[src/design/smiu_pkg.sv]
// ----------------------------------------------------------------------------
// smiu_pkg
// Shared types, opcodes, status codes and controller commands for the
// stack-machine integer unit.
// ----------------------------------------------------------------------------
`timescale 1ns / 1ps
package smiu_pkg;

  localparam int unsigned StackDepthDef = 256;
  localparam int unsigned DataW = 64;

  typedef enum logic [3:0] {
    OP_PUSH = 4'd0, OP_POP = 4'd1, OP_SWAP = 4'd2, OP_DUP = 4'd3,
    OP_ADD = 4'd4, OP_SUB = 4'd5, OP_MUL = 4'd6, OP_DIV = 4'd7,
    OP_CMP = 4'd8, OP_NEG = 4'd9
  } op_t;

  typedef enum logic [1:0] {
    ST_OK = 2'd0, ST_UNDER = 2'd1, ST_OVER = 2'd2, ST_DIVZ = 2'd3
  } status_t;

  typedef struct packed {
    logic [3:0]         mode;
    logic signed [63:0] push_value;
  } in_item_t;

  typedef struct packed {
    logic [1:0]         status;
    logic signed [63:0] top_value;
    logic               top_valid;
    logic [8:0]         stack_depth;
  } out_item_t;

  typedef enum logic [3:0] {
    S_IDLE, S_RDA, S_RDB, S_EXEC, S_MUL, S_DIV, S_WR1, S_WR2, S_RDT, S_TOP, S_OUT
  } state_t;

  // Controller to datapath
  typedef struct packed {
    logic load;      // capture input transaction
    logic rd_a;      // read top, pop into a
    logic rd_b;      // read next, pop into b
    logic cap_a;     // latch read data into a
    logic cap_b;     // latch read data into b
    logic alu;       // compute result into r
    logic mul_step;  // advance multiplier
    logic div_start;
    logic wr_r;      // push r
    logic wr_a;      // push a
    logic wr_b;      // push b
    logic rd_top;    // read new top
    logic cap_top;
    logic fin;       // build result
    logic [1:0] status;
  } smiu_cmd_t;

  // Datapath to controller
  typedef struct packed {
    logic empty;
    logic full;
    logic has_two;
    logic a_zero;
    logic mul_done;
    logic div_done;
  } smiu_sts_t;

endpackage

[src/design/smiu_ctrl.sv]
// ----------------------------------------------------------------------------
// smiu_ctrl
// Controller: sequences pops, compute, pushes and the top read per opcode.
// ----------------------------------------------------------------------------
`timescale 1ns / 1ps
module smiu_ctrl import smiu_pkg::*; (
  input  logic      clk,
  input  logic      rst_n,
  input  logic      in_valid,
  output logic      in_stall,
  input  logic [3:0] in_mode,
  output logic      out_valid,
  input  logic      out_stall,
  input  smiu_sts_t sts,
  output smiu_cmd_t cmd
);
  state_t     state_r, state_nxt;
  logic [3:0] mode_r, mode_nxt;
  logic [1:0] st_r, st_nxt;
  logic       ov_r, ov_nxt, dup2_r, dup2_nxt;

  always_ff @(posedge clk) begin
    if (!rst_n) begin
      state_r <= S_IDLE;
      ov_r    <= 1'b0;
    end else begin
      state_r <= state_nxt;
      ov_r    <= ov_nxt;
    end
    mode_r <= mode_nxt;
    st_r   <= st_nxt;
    dup2_r <= dup2_nxt;
  end

  assign out_valid = ov_r;

  always_comb begin
    state_nxt = state_r;
    mode_nxt  = mode_r;
    st_nxt    = st_r;
    dup2_nxt  = dup2_r;
    ov_nxt    = ov_r && out_stall;
    cmd       = '0;
    cmd.status = st_r;
    in_stall  = 1'b1;
    unique case (state_r)
      S_IDLE: begin
        in_stall = 1'b0;
        if (in_valid) begin
          cmd.load  = 1'b1;
          mode_nxt  = in_mode;
          st_nxt    = ST_OK;
          dup2_nxt  = 1'b0;
          state_nxt = S_RDA;
        end
      end
      S_RDA: begin
        // decide and issue the first pop (push loads its value into r instead)
        priority case (mode_r)
          OP_PUSH: begin
            if (sts.full) begin
              st_nxt = ST_OVER;
              state_nxt = S_RDT;
            end else begin
              cmd.alu = 1'b1;
              state_nxt = S_WR1;
            end
          end
          OP_POP, OP_DUP, OP_NEG, OP_SWAP, OP_ADD, OP_SUB, OP_MUL, OP_DIV,
          OP_CMP: begin
            if (sts.empty) begin
              st_nxt = ST_UNDER;
              state_nxt = S_RDT;
            end else begin
              cmd.rd_a = 1'b1;
              state_nxt = S_RDB;
            end
          end
          default: state_nxt = S_RDT;
        endcase
      end
      S_RDB: begin
        cmd.cap_a = 1'b1;
        if (mode_r == OP_POP) begin
          state_nxt = S_RDT;
        end else if (mode_r == OP_DUP || mode_r == OP_NEG) begin
          state_nxt = S_EXEC;
        end else if (sts.empty) begin
          st_nxt = ST_UNDER;
          state_nxt = S_RDT;
        end else begin
          cmd.rd_b = 1'b1;
          state_nxt = S_EXEC;
        end
      end
      S_EXEC: begin
        cmd.cap_b = (mode_r != OP_DUP) && (mode_r != OP_NEG);
        if (mode_r == OP_MUL) begin
          state_nxt = S_MUL;
        end else if (mode_r == OP_DIV) begin
          state_nxt = S_DIV;
        end else begin
          state_nxt = S_WR1;
        end
      end
      S_MUL: begin
        cmd.mul_step = 1'b1;
        if (sts.mul_done) begin
          state_nxt = S_WR2;
        end
      end
      S_DIV: begin
        if (sts.a_zero) begin
          st_nxt = ST_DIVZ;
          state_nxt = S_RDT;
        end else begin
          cmd.div_start = 1'b1;
          state_nxt = S_WR2;
          dup2_nxt = 1'b1;
        end
      end
      S_WR1: begin
        // ALU ops compute here and push in S_WR2; push, swap and dup write here
        priority case (mode_r)
          OP_PUSH: begin
            cmd.wr_r = 1'b1;
            state_nxt = S_RDT;
          end
          OP_SWAP: begin
            cmd.wr_a = 1'b1;
            state_nxt = S_WR2;
          end
          OP_DUP: begin
            cmd.wr_a = 1'b1;
            state_nxt = S_WR2;
          end
          default: begin
            cmd.alu = 1'b1;
            state_nxt = S_WR2;
          end
        endcase
      end
      S_WR2: begin
        if (mode_r == OP_DIV && !sts.div_done) begin
          state_nxt = S_WR2;
        end else if (mode_r == OP_DIV && dup2_r) begin
          cmd.alu = 1'b1;
          dup2_nxt = 1'b0;
        end else if (mode_r == OP_SWAP) begin
          cmd.wr_b = 1'b1;
          state_nxt = S_RDT;
        end else if (mode_r == OP_DUP) begin
          if (sts.full) begin
            st_nxt = ST_OVER;
          end else begin
            cmd.wr_a = 1'b1;
          end
          state_nxt = S_RDT;
        end else begin
          cmd.wr_r = 1'b1;
          state_nxt = S_RDT;
        end
      end
      S_RDT: begin
        cmd.rd_top = 1'b1;
        state_nxt = S_TOP;
      end
      S_TOP: begin
        cmd.cap_top = 1'b1;
        state_nxt = S_OUT;
      end
      S_OUT: begin
        // hold until the previous result has drained
        if (!ov_r || !out_stall) begin
          cmd.fin = 1'b1;
          ov_nxt = 1'b1;
          state_nxt = S_IDLE;
        end
      end
      default: state_nxt = S_IDLE;
    endcase
  end
endmodule
[config.mk]
export PLATFORM = sky130hd
export DESIGN_NAME = smiu_ctrl
export DESIGN_NICKNAME = d
export VERILOG_FILES = /design/src/design/smiu_pkg.sv /design/src/design/smiu_ctrl.sv
export SDC_FILE = /design/constraint.sdc
export NUM_CORES = 1
export LEC_CHECK = 0
export CAP_MARGIN = 20
export CORE_MARGIN = 2
export CORE_UTILIZATION = 53
export CTS_BUF_LIST = sky130_fd_sc_hd__clkbuf_4 sky130_fd_sc_hd__clkbuf_8
export DETAILED_ROUTE_END_ITERATION = 8
export DONT_BUFFER_PORTS = 1
export PLACE_DENSITY = 0.71
export SKIP_LAST_GASP = 1
export SYNTH_ARGS = -nofsm -noshare
export SYNTH_HDL_FRONTEND = slang
export SYNTH_SLANG_ARGS = --single-unit
[constraint.sdc]
create_clock -name clk -period 2.2 [get_ports clk]
set_input_delay 0.22 -clock clk [delete_from_list [all_inputs] [get_ports clk]]
set_output_delay 0.22 -clock clk [all_outputs]
set_load 0.01 [all_outputs]
==> flow_summary.yaml, run 1 <==
run_status:
  status: "finished clean"
logic_synthesis:
  yosysMostFrequentCell: "nand2_1"
  synth_area_per_cell_um2: 7.47
  synth_top_flop_cell: "edfxtp_1"
  synthTopCellsByArea: "edfxtp_1 (19%), dfxtp_1 (8.8%), nand2_1 (6.6%), nor2_1 (5.0%), a21oi_1 (4.8%)"
  seq_area_frac_synth_pct: 27.3
  async_reset_ff_share_pct: 0
  syn_nets: 166
  synth-seq-cells: 12
  synth_top_cell_area_share_pct: 18.5
  synth_cell_types: 50
  yosysTopAreaCell: "edfxtp_1"
  ys.warnings.count: 0
  syn_area_um2: 1140
  synth_common_cells: "nand2_1 (20), nor2_1 (15), a21oi_1 (11)"
  synth_edf_count: 7
  syn_inst: 152
setup_path:
  cp_cell_sequence: "or4_4, o31ai_1"
  worstPathArrival_ps: 1860
  critPathKind: "flop to output port"
  cp-start-kind: "flop"
  max_stage_delay_ps: 630
  crit_family: "simple AND/OR/NAND/NOR gates"
  regToRegSetupSlack_ps: 250
  worstPathRequired_ps: 1980
  critPathSlowestCell: "or4_4"
  crit_buf_inv: 0
  worst-path-max-fanout: 10
  critPathCaptureType: "output port"
clock_tree:
  cts_hold_buf: 0
  cts_buffers: 3
  cts_tree: "built"
  clock_latency_ps: 290
  cts_root_buf: "clkbuf_4"
  clockBufferDepth: 2
  clk_pin_slew_worst_paths_ps: 90
  cts.sink_count: 12
  htreeDepth: 1
detailed_routing:
  num_vias: 1277
  routedWlPerCell_um: 17.8
  drtIter0Drc: 81
  wirelength_mm: 3.27
  first_pass_iters: 5
  postRouteAntennaNets: 0
  drc: 0
  vias_per_cell: 6.94
sta:
  hold_violations: 0
  worst_slew_pin_slew_ps: 545
  tns_ps: 0
  holdWs_ps: 27.6
  report.final.slew_viol_count: 0
  max_freq_ghz: 0.482
  rsz0062_at_grt: "no"
  fin_crit_ps: 2080
  skew_ps: 10.7
  slew_headroom_pct: 63.3
  finalSetupViolations: 0
  final.setup.worst_slack_ps: 123
  min_period_over_period_pct: 94.4
run:
  max_cap_violations: 0
min_path:
  hp-class: "input port to flop"
floorplanning:
  start_util_pct: 56.8
  num_rows: 16
  io_pins: 32
  die_w_um: 50.3
  dieArea_um2: 2530
  core_area_um2: 2000
  die-height_um: 50.3
placement:
  post-place-cells: 175
  place.port_buffers: 0
  hpwlAfterDp_mm: 2.39
  place_congestion: 0.962
  place_ws_ps: 274
finish:
  syn2layout_area_growth_pct: 10.0
  drive_gt1_share_pct: 14.6
  nets: 172
  instances_no_fill: 184
  n_antenna_cell: 0
grt:
  grt_pass1_wl_mm: 5.08
  grt_antenna_before_repair: 0
  grt_use_total_pct: 26.6
  grt_pass1_vias: 1085
  grt_max_degree: 16
  grt_remaining_overflow: 0
power:
  p_leak_nw: 0.480
  peakVddDrop_mv: 0.566
  power.density_nw_per_um2: 883
## power by group
part / total, mW / internal (mW) / switching, mW
logic: 0.480 / 0.199 / 0.281
clock network: 0.195 / 0.101 / 0.0939
registers: 0.429 / 0.313 / 0.115
## area by class of cell
class                      instances  area (um^2)
sequential                        12          313
clock buffer                       4         36.3
fill                             194          752
multi-input combinational        122          754
tap                               27         33.8
inverter                           8         30.0
timing repair buffer              11         82.6
## worst register-to-register path: stages, from the launching register on
cell,delay [ps]
edfxtp_1,510
buf_4,190
or4_1,510
a21oi_1,240
nor3_1,110
o311a_1,300
## state kept, by name, indices dropped and copies added (netlist names)
register   cells
mode_r         4
dup2_r         1
st_r           2
out_valid      1
state_r        4
## cell families (layout without fill, tap and decap cells)
logic type | Yosys count | in the layout | synth area share [%]
buf+inv | 18 | 23 | 7.71
mux | 1 | 1 | 0.881
simple gates | 69 | 69 | 31.4
flops | 12 | 12 | 27.3
compound gates | 51 | 51 | 31.9
xor+xnor | 1 | 1 | 0.771
## path summary, 6_finish.rpt
path,endpoint,depth (start not counted),startpoint
max,cmd[7],2,mode_r[0]$_DFFE_PP_
min,mode_r[3]$_DFFE_PP_,0,in_mode[3]
max reg2reg,state_r[3]$_SDFFE_PN0P_,5,mode_r[1]$_DFFE_PP_
min reg2reg,out_valid$_SDFF_PN0_,2,out_valid$_SDFF_PN0_
## cell usage in the layout, fill, tap and decap left out, types with 3 or more instances in the layout
cell type  instances
edfxtp_1           7
nand3_1            5
o21ai_0            7
nand2_1           20
a21oi_1           11
buf_4             11
clkbuf_4           3
nand2b_1           3
inv_1              8
nor2b_1            3
o21a_1             4
dfxtp_1            3
nor2_1            14
nor3_1             6
## metrics by stage
step                instance area [um^2]  power, mW  utilization [%]
global placement                    1160      0.853             57.8
CTS                                 1190       1.06             59.6
detailed placement                  1160      0.867             57.8
floorplan                           1140      0.768                -
finish                              1250       1.10             62.4
global route                        1250       1.17             62.4
## metal layers
| layer | wire [um] | global-route usage, % |
|---|---|---|
| met1 | 1320 | 35.6 |
| met2 | 1470 | 41.9 |
| met3 | 428 | 4.76 |
| met4 | 51 | 11.3 |
| met5 | 0 | 0 |
## repair_timing
item | 4_1_cts | 5_1_grt
resized for setup | 0 | 5
setup endpoints to repair | 0 | 3
buffers inserted | 0 | 5
Power figures use the tool's default switching activity.
==> run 2: changes to the inputs <==
--- a/config.mk
+++ b/config.mk
@@ -6,12 +6,14 @@
 export NUM_CORES = 1
 export LEC_CHECK = 0
 export CAP_MARGIN = 20
+export CELL_PAD_IN_SITES_DETAIL_PLACEMENT = 2
+export CELL_PAD_IN_SITES_GLOBAL_PLACEMENT = 2
 export CORE_MARGIN = 2
-export CORE_UTILIZATION = 53
+export CORE_UTILIZATION = 36
 export CTS_BUF_LIST = sky130_fd_sc_hd__clkbuf_4 sky130_fd_sc_hd__clkbuf_8
 export DETAILED_ROUTE_END_ITERATION = 8
 export DONT_BUFFER_PORTS = 1
-export PLACE_DENSITY = 0.71
+export PLACE_DENSITY = 0.84
 export SKIP_LAST_GASP = 1
 export SYNTH_ARGS = -nofsm -noshare
 export SYNTH_HDL_FRONTEND = slang
==> constraint.sdc (replaced) <==
create_clock -name clk -period 2.2 [get_ports clk]
set_input_delay 0.11 -clock clk [delete_from_list [all_inputs] [get_ports clk]]
set_output_delay 0.11 -clock clk [all_outputs]
set_load 0.01 [all_outputs]
==> run 2 against run 1 <==
Hold slack better by 24 ps. Maximum frequency up 1.1%. Final area grew 1.9%. Clock power shrank 22%. Via count down 2.8%. Core utilization decreased by 20 points. Clock skew shrank 4.5 ps. Sequential cell count stayed put. Non-clock buffer count grew 2. Count of clock-buffer cells in the layout is 1 lower. Critical path depth unchanged. Die area rose by 43%. Highest routed layer unchanged.
==> flow_summary.yaml, run 2 (synthesis gave the netlist of run 1 again) <==
finish:
  mostFrequentLayoutCells: "nand2_1 (20), nor2_1 (14), a21oi_1 (11)"
  instances_no_fill: 203
  ff_latch_area_um2: 312
  final_common_cell: "nand2_1"
  n_antenna_cell: 0
  nets: 174
  fill_cells: 357
  multi_input_area_um2: 741
  reg.largest.list: "mode_r: 4 flops, state_r: 4 flops, st_r: 2 flops"
  fin_area_um2: 1270
  syn2layout_area_growth_pct: 12.1
  drive_gt1_share_pct: 10.1
setup_path:
  crit_family: "simple AND/OR/NAND/NOR gates"
  worst-path-max-fanout: 10
  critPathSlowestCell: "or4_4"
  worstPathRequired_ps: 2090
  critPathCaptureType: "output port"
  cp_cell_sequence: "or4_4, o31ai_1"
  critPathKind: "flop to output port"
  regToRegSetupSlack_ps: 270
  max_stage_delay_ps: 620
  crit_buf_inv: 0
  worstPathArrival_ps: 1950
  cp-start-kind: "flop"
clock_tree:
  clock_latency_ps: 280
  cts_buffers: 3
  clockBufferDepth: 2
  cts_tree: "built"
  clk_pin_slew_worst_paths_ps: 90
  htreeDepth: 1
  cts_root_buf: "clkbuf_4"
  cts.sink_count: 12
grt:
  grt_pass1_vias: 1295
  grt_use_total_pct: 24.5
  grt_remaining_overflow: 0
  grt_pass1_wl_mm: 6.51
  grt_antenna_before_repair: 0
  grt_max_degree: 16
detailed_routing:
  route.met2.wl_mm: 2.02
  wl_met1_mm: 1.82
  num_vias: 1241
  drtIter0Drc: 26
  first_pass_iters: 4
  vias_per_cell: 6.11
  highest_layer: "met4"
  postRouteAntennaNets: 0
  wl_met3_um: 141
  wirelength_mm: 4.08
  drc: 0
  routedWlPerCell_um: 20.1
floorplanning:
  io_pins: 32
  core_area_um2: 3030
  die-height_um: 60.2
  start_util_pct: 37.5
  dieArea_um2: 3620
  num_rows: 20
  die_w_um: 60.2
run:
  max_cap_violations: 0
run_status:
  status: "finished clean"
sta:
  slew_headroom_pct: 63.1
  worst_slew_pin_slew_ps: 549
  report.final.slew_viol_count: 0
  rsz0062_at_grt: "no"
  finalSetupViolations: 0
  max_freq_ghz: 0.487
  min_period_over_period_pct: 93.4
  fin_crit_ps: 2060
  holdWs_ps: 51.4
  skew_ps: 6.20
  hold_violations: 0
  tns_ps: 0
power:
  power.density_nw_per_um2: 840
  peakVddDrop_mv: 0.368
  p_leak_nw: 0.478
placement:
  hpwlAfterDp_mm: 3.12
  place_area_um2: 1190
  place_congestion: 0.839
  place.port_buffers: 0
  post-place-cells: 194
min_path:
  hp-class: "input port to flop"
==> run 2: routing by layer <==
metal	global-route usage, %	up-vias
met5	0	-
met4	9.21	0
met3	3.68	8
met2	42.2	31
met1	30.4	612
li1	-	590
==> run 2: per-stage QoR <==
| step | setup slack [ps] | total power, mW | util [%] |
|---|---|---|---|
| finish | 145 | 1.07 | 42.1 |
| global route | 19.3 | 1.15 | 42.1 |
| CTS | 74.1 | 1.07 | 41.9 |
| detailed placement | 294 | 0.907 | 39.4 |
| global placement | 336 | 0.876 | 39.4 |
| floorplan | 430 | 0.768 | - |
==> run 2: final cells by class <==
type                       count  area share [%]
multi-input combinational    122            58.2
sequential                    12            24.5
timing repair buffer          13            8.64
tap                           44            4.32
inverter                       8            2.36
clock buffer                   3            1.77
clock inverter                 1           0.295
==> run 2: power by group <==
part	internal [mW]	total [mW]	switching (mW)
combinational	0.196	0.486	0.290
sequential	0.312	0.432	0.120
clock	0.0657	0.153	0.0870
==> run 2: final timing paths <==
| kind | start | to | depth (start not counted) |
|---|---|---|---|
| worst max-delay path | mode_r[0]$_DFFE_PP_ | cmd[7] | 2 |
| worst min-delay path | out_stall | out_valid$_SDFF_PN0_ | 2 |
| worst max register to register | mode_r[0]$_DFFE_PP_ | st_r[0]$_DFFE_PP_ | 5 |
| worst min register to register | out_valid$_SDFF_PN0_ | out_valid$_SDFF_PN0_ | 2 |
==> run 2: timing repair <==
action / in CTS / in global routing
endpoints found under the hold margin: 9 / 0
gates resized for setup: 0 / 2
hold buffers: 5 / 0
setup buffers: 0 / 0
setup endpoints to repair: 0 / 2
==> run 3: changes to the inputs <==
--- a/config.mk
+++ b/config.mk
@@ -9,11 +9,11 @@
 export CELL_PAD_IN_SITES_DETAIL_PLACEMENT = 2
 export CELL_PAD_IN_SITES_GLOBAL_PLACEMENT = 2
 export CORE_MARGIN = 2
-export CORE_UTILIZATION = 36
+export CORE_UTILIZATION = 30
 export CTS_BUF_LIST = sky130_fd_sc_hd__clkbuf_4 sky130_fd_sc_hd__clkbuf_8
 export DETAILED_ROUTE_END_ITERATION = 8
 export DONT_BUFFER_PORTS = 1
-export PLACE_DENSITY = 0.84
+export PLACE_DENSITY = 0.73
 export SKIP_LAST_GASP = 1
 export SYNTH_ARGS = -nofsm -noshare
 export SYNTH_HDL_FRONTEND = slang
==> run 3 against run 2 <==
Sequential share of layout area fell by 0.65 points. Non-clock buffer count increased by 1. The run now ends with hold timing left. Maximum frequency is 1.4% higher. Worst setup slack gained 28 ps. Die area up 19%. Final area rose by 3.1%.
==> flow_summary.yaml, run 3 (synthesis gave the netlist of run 1 again) <==
sta:
  fin_crit_ps: 2030
  hold_violations: 1
  max_freq_ghz: 0.493
  min_period_over_period_pct: 92.1
  skew_ps: 4.50
  holdWs_ps: -4.15
  finalSetupViolations: 0
  report.final.slew_viol_count: 0
  tns_ps: 0
  slew_headroom_pct: 63.3
  rsz0062_at_grt: "no"
  worst_slew_pin_slew_ps: 545
power:
  power.density_nw_per_um2: 907
  power_mw: 1.19
  p_int_uw: 672
  power_frac_comb_pct: 40.8
  peakVddDrop_mv: 0.444
  p_leak_nw: 0.497
  netSwitchingFraction_pct: 43.7
  switching_power_uw: 521
  power.share.clock_pct: 22.3
  pwr-share-seq_pct: 36.9
grt:
  grt_pass1_wl_mm: 6.98
  grt_remaining_overflow: 0
  grt_pass1_vias: 1360
  grt_antenna_before_repair: 0
  grt_use_total_pct: 21.3
  grt_max_degree: 16
finish:
  drive_gt1_share_pct: 11.3
  n_antenna_cell: 0
  multi_input_area_um2: 738
  nets: 175
  fill_cells: 438
  mostFrequentLayoutCells: "nand2_1 (20), nor2_1 (15), a21oi_1 (11)"
  reg.largest.list: "mode_r: 4 flops, state_r: 4 flops, st_r: 2 flops"
  ff_latch_area_um2: 313
  utilization_pct: 35.9
  final_common_cell: "nand2_1"
  syn2layout_area_growth_pct: 15.6
run_status:
  violations: "hold timing"
  status: "complete, but fails checks"
setup_path:
  critPathCaptureType: "output port"
  worstPathRequired_ps: 2090
  regToRegSetupSlack_ps: 250
  critPathKind: "flop to output port"
  max_stage_delay_ps: 640
  critPathSlowestCell: "or4_4"
  cp_cell_sequence: "or4_4, o31ai_1"
  worstPathArrival_ps: 1920
  cp-start-kind: "flop"
  worst-path-max-fanout: 10
detailed_routing:
  num_vias: 1278
  vias_per_cell: 6.14
  wirelength_mm: 4.26
  drtIter0Drc: 23
  first_pass_iters: 4
  postRouteAntennaNets: 0
  drc: 0
  routedWlPerCell_um: 20.5
run:
  max_cap_violations: 0
clock_tree:
  cts_tree: "built"
  clock_latency_ps: 260
  cts.sink_count: 12
  cts_root_buf: "clkbuf_8"
  clk_pin_slew_worst_paths_ps: 60
  cts_setup_buffers: 0
  cts_buffers: 3
  clockBufferDepth: 2
  htreeDepth: 1
min_path:
  hp-class: "input port to flop"
floorplanning:
  die_w_um: 65.5
  start_util_pct: 31.0
  die-height_um: 65.5
  num_rows: 22
  io_pins: 32
  core_area_um2: 3660
  dieArea_um2: 4300
placement:
  place.port_buffers: 0
  hpwlAfterDp_mm: 3.21
  place_congestion: 0.826
run 3: cell count changes in the layout (fill, tap and decap cells not counted):
cell,change
clkbuf_8,+4
nor2_2,-1
nor2_1,+1
clkbuf_4,-3
buf_4,+1
dfxtp_2,+1
dfxtp_1,-1
clkinv_1,-1
run 3: final cells by class:
cell class,count,area share (%)
multi-input cells,122,56.2
flip-flops and latches,12,23.8
repair buffers,14,8.95
well taps,48,4.57
clock buffers,4,4.19
inverters,8,2.29
run 3: path summary, 6_finish.rpt:
kind / cells after the start / start / endpoint
worst min-delay path: 2 / rst_n / state_r[0]$_SDFFE_PN0P_
worst max register to register: 5 / mode_r[0]$_DFFE_PP_ / st_r[0]$_DFFE_PP_
worst max-delay path: 2 / mode_r[0]$_DFFE_PP_ / cmd[7]
worst min register to register: 2 / out_valid$_SDFF_PN0_ / out_valid$_SDFF_PN0_
run 3: per-stage QoR:
| step | std cells | cell area (um^2) | setup slack [ps] |
|---|---|---|---|
| floorplan | 152 | 1140 | 430 |
| global placement | 199 | 1210 | 326 |
| detailed placement | 199 | 1210 | 274 |
| CTS | 208 | 1310 | 6.72 |
| global route | 208 | 1310 | 48.0 |
| finish | 208 | 1310 | 173 |
run 3: worst max-delay path: cells and delay by family, from the launching register on:
kind | cells | cell delay (ps)
DFF | 1 | 550
and+or+nand+nor | 1 | 640
AOI/OAI and AO/OA | 1 | 470
run 3: timing repair:
| item | 4_1_cts | 5_1_grt |
|---|---|---|
| endpoints found under the hold margin | 6 | 0 |
| hold buffers | 5 | 0 |
| resized for setup | 0 | 2 |
| endpoints found under the setup margin | 0 | 2 |
run 3: power by group through the flow:
stage	Combinational [mW]	Clock, mW	Sequential (mW)
floorplan	0.406	0	0.362
global placement	0.458	0	0.433
detailed placement	0.477	0	0.441
CTS	0.487	0.270	0.438
global route	0.538	0.275	0.457
finish	0.487	0.265	0.440
run 3: layer usage:
metal | track usage, % | vias up | share of wire, %
met4 | 3.39 | 0 | 1.4
met5 | 0 | - | 0
li1 | - | 595 | -
met2 | 38.6 | 38 | 51
met1 | 26.0 | 637 | 43
met3 | 4.62 | 8 | 5.4
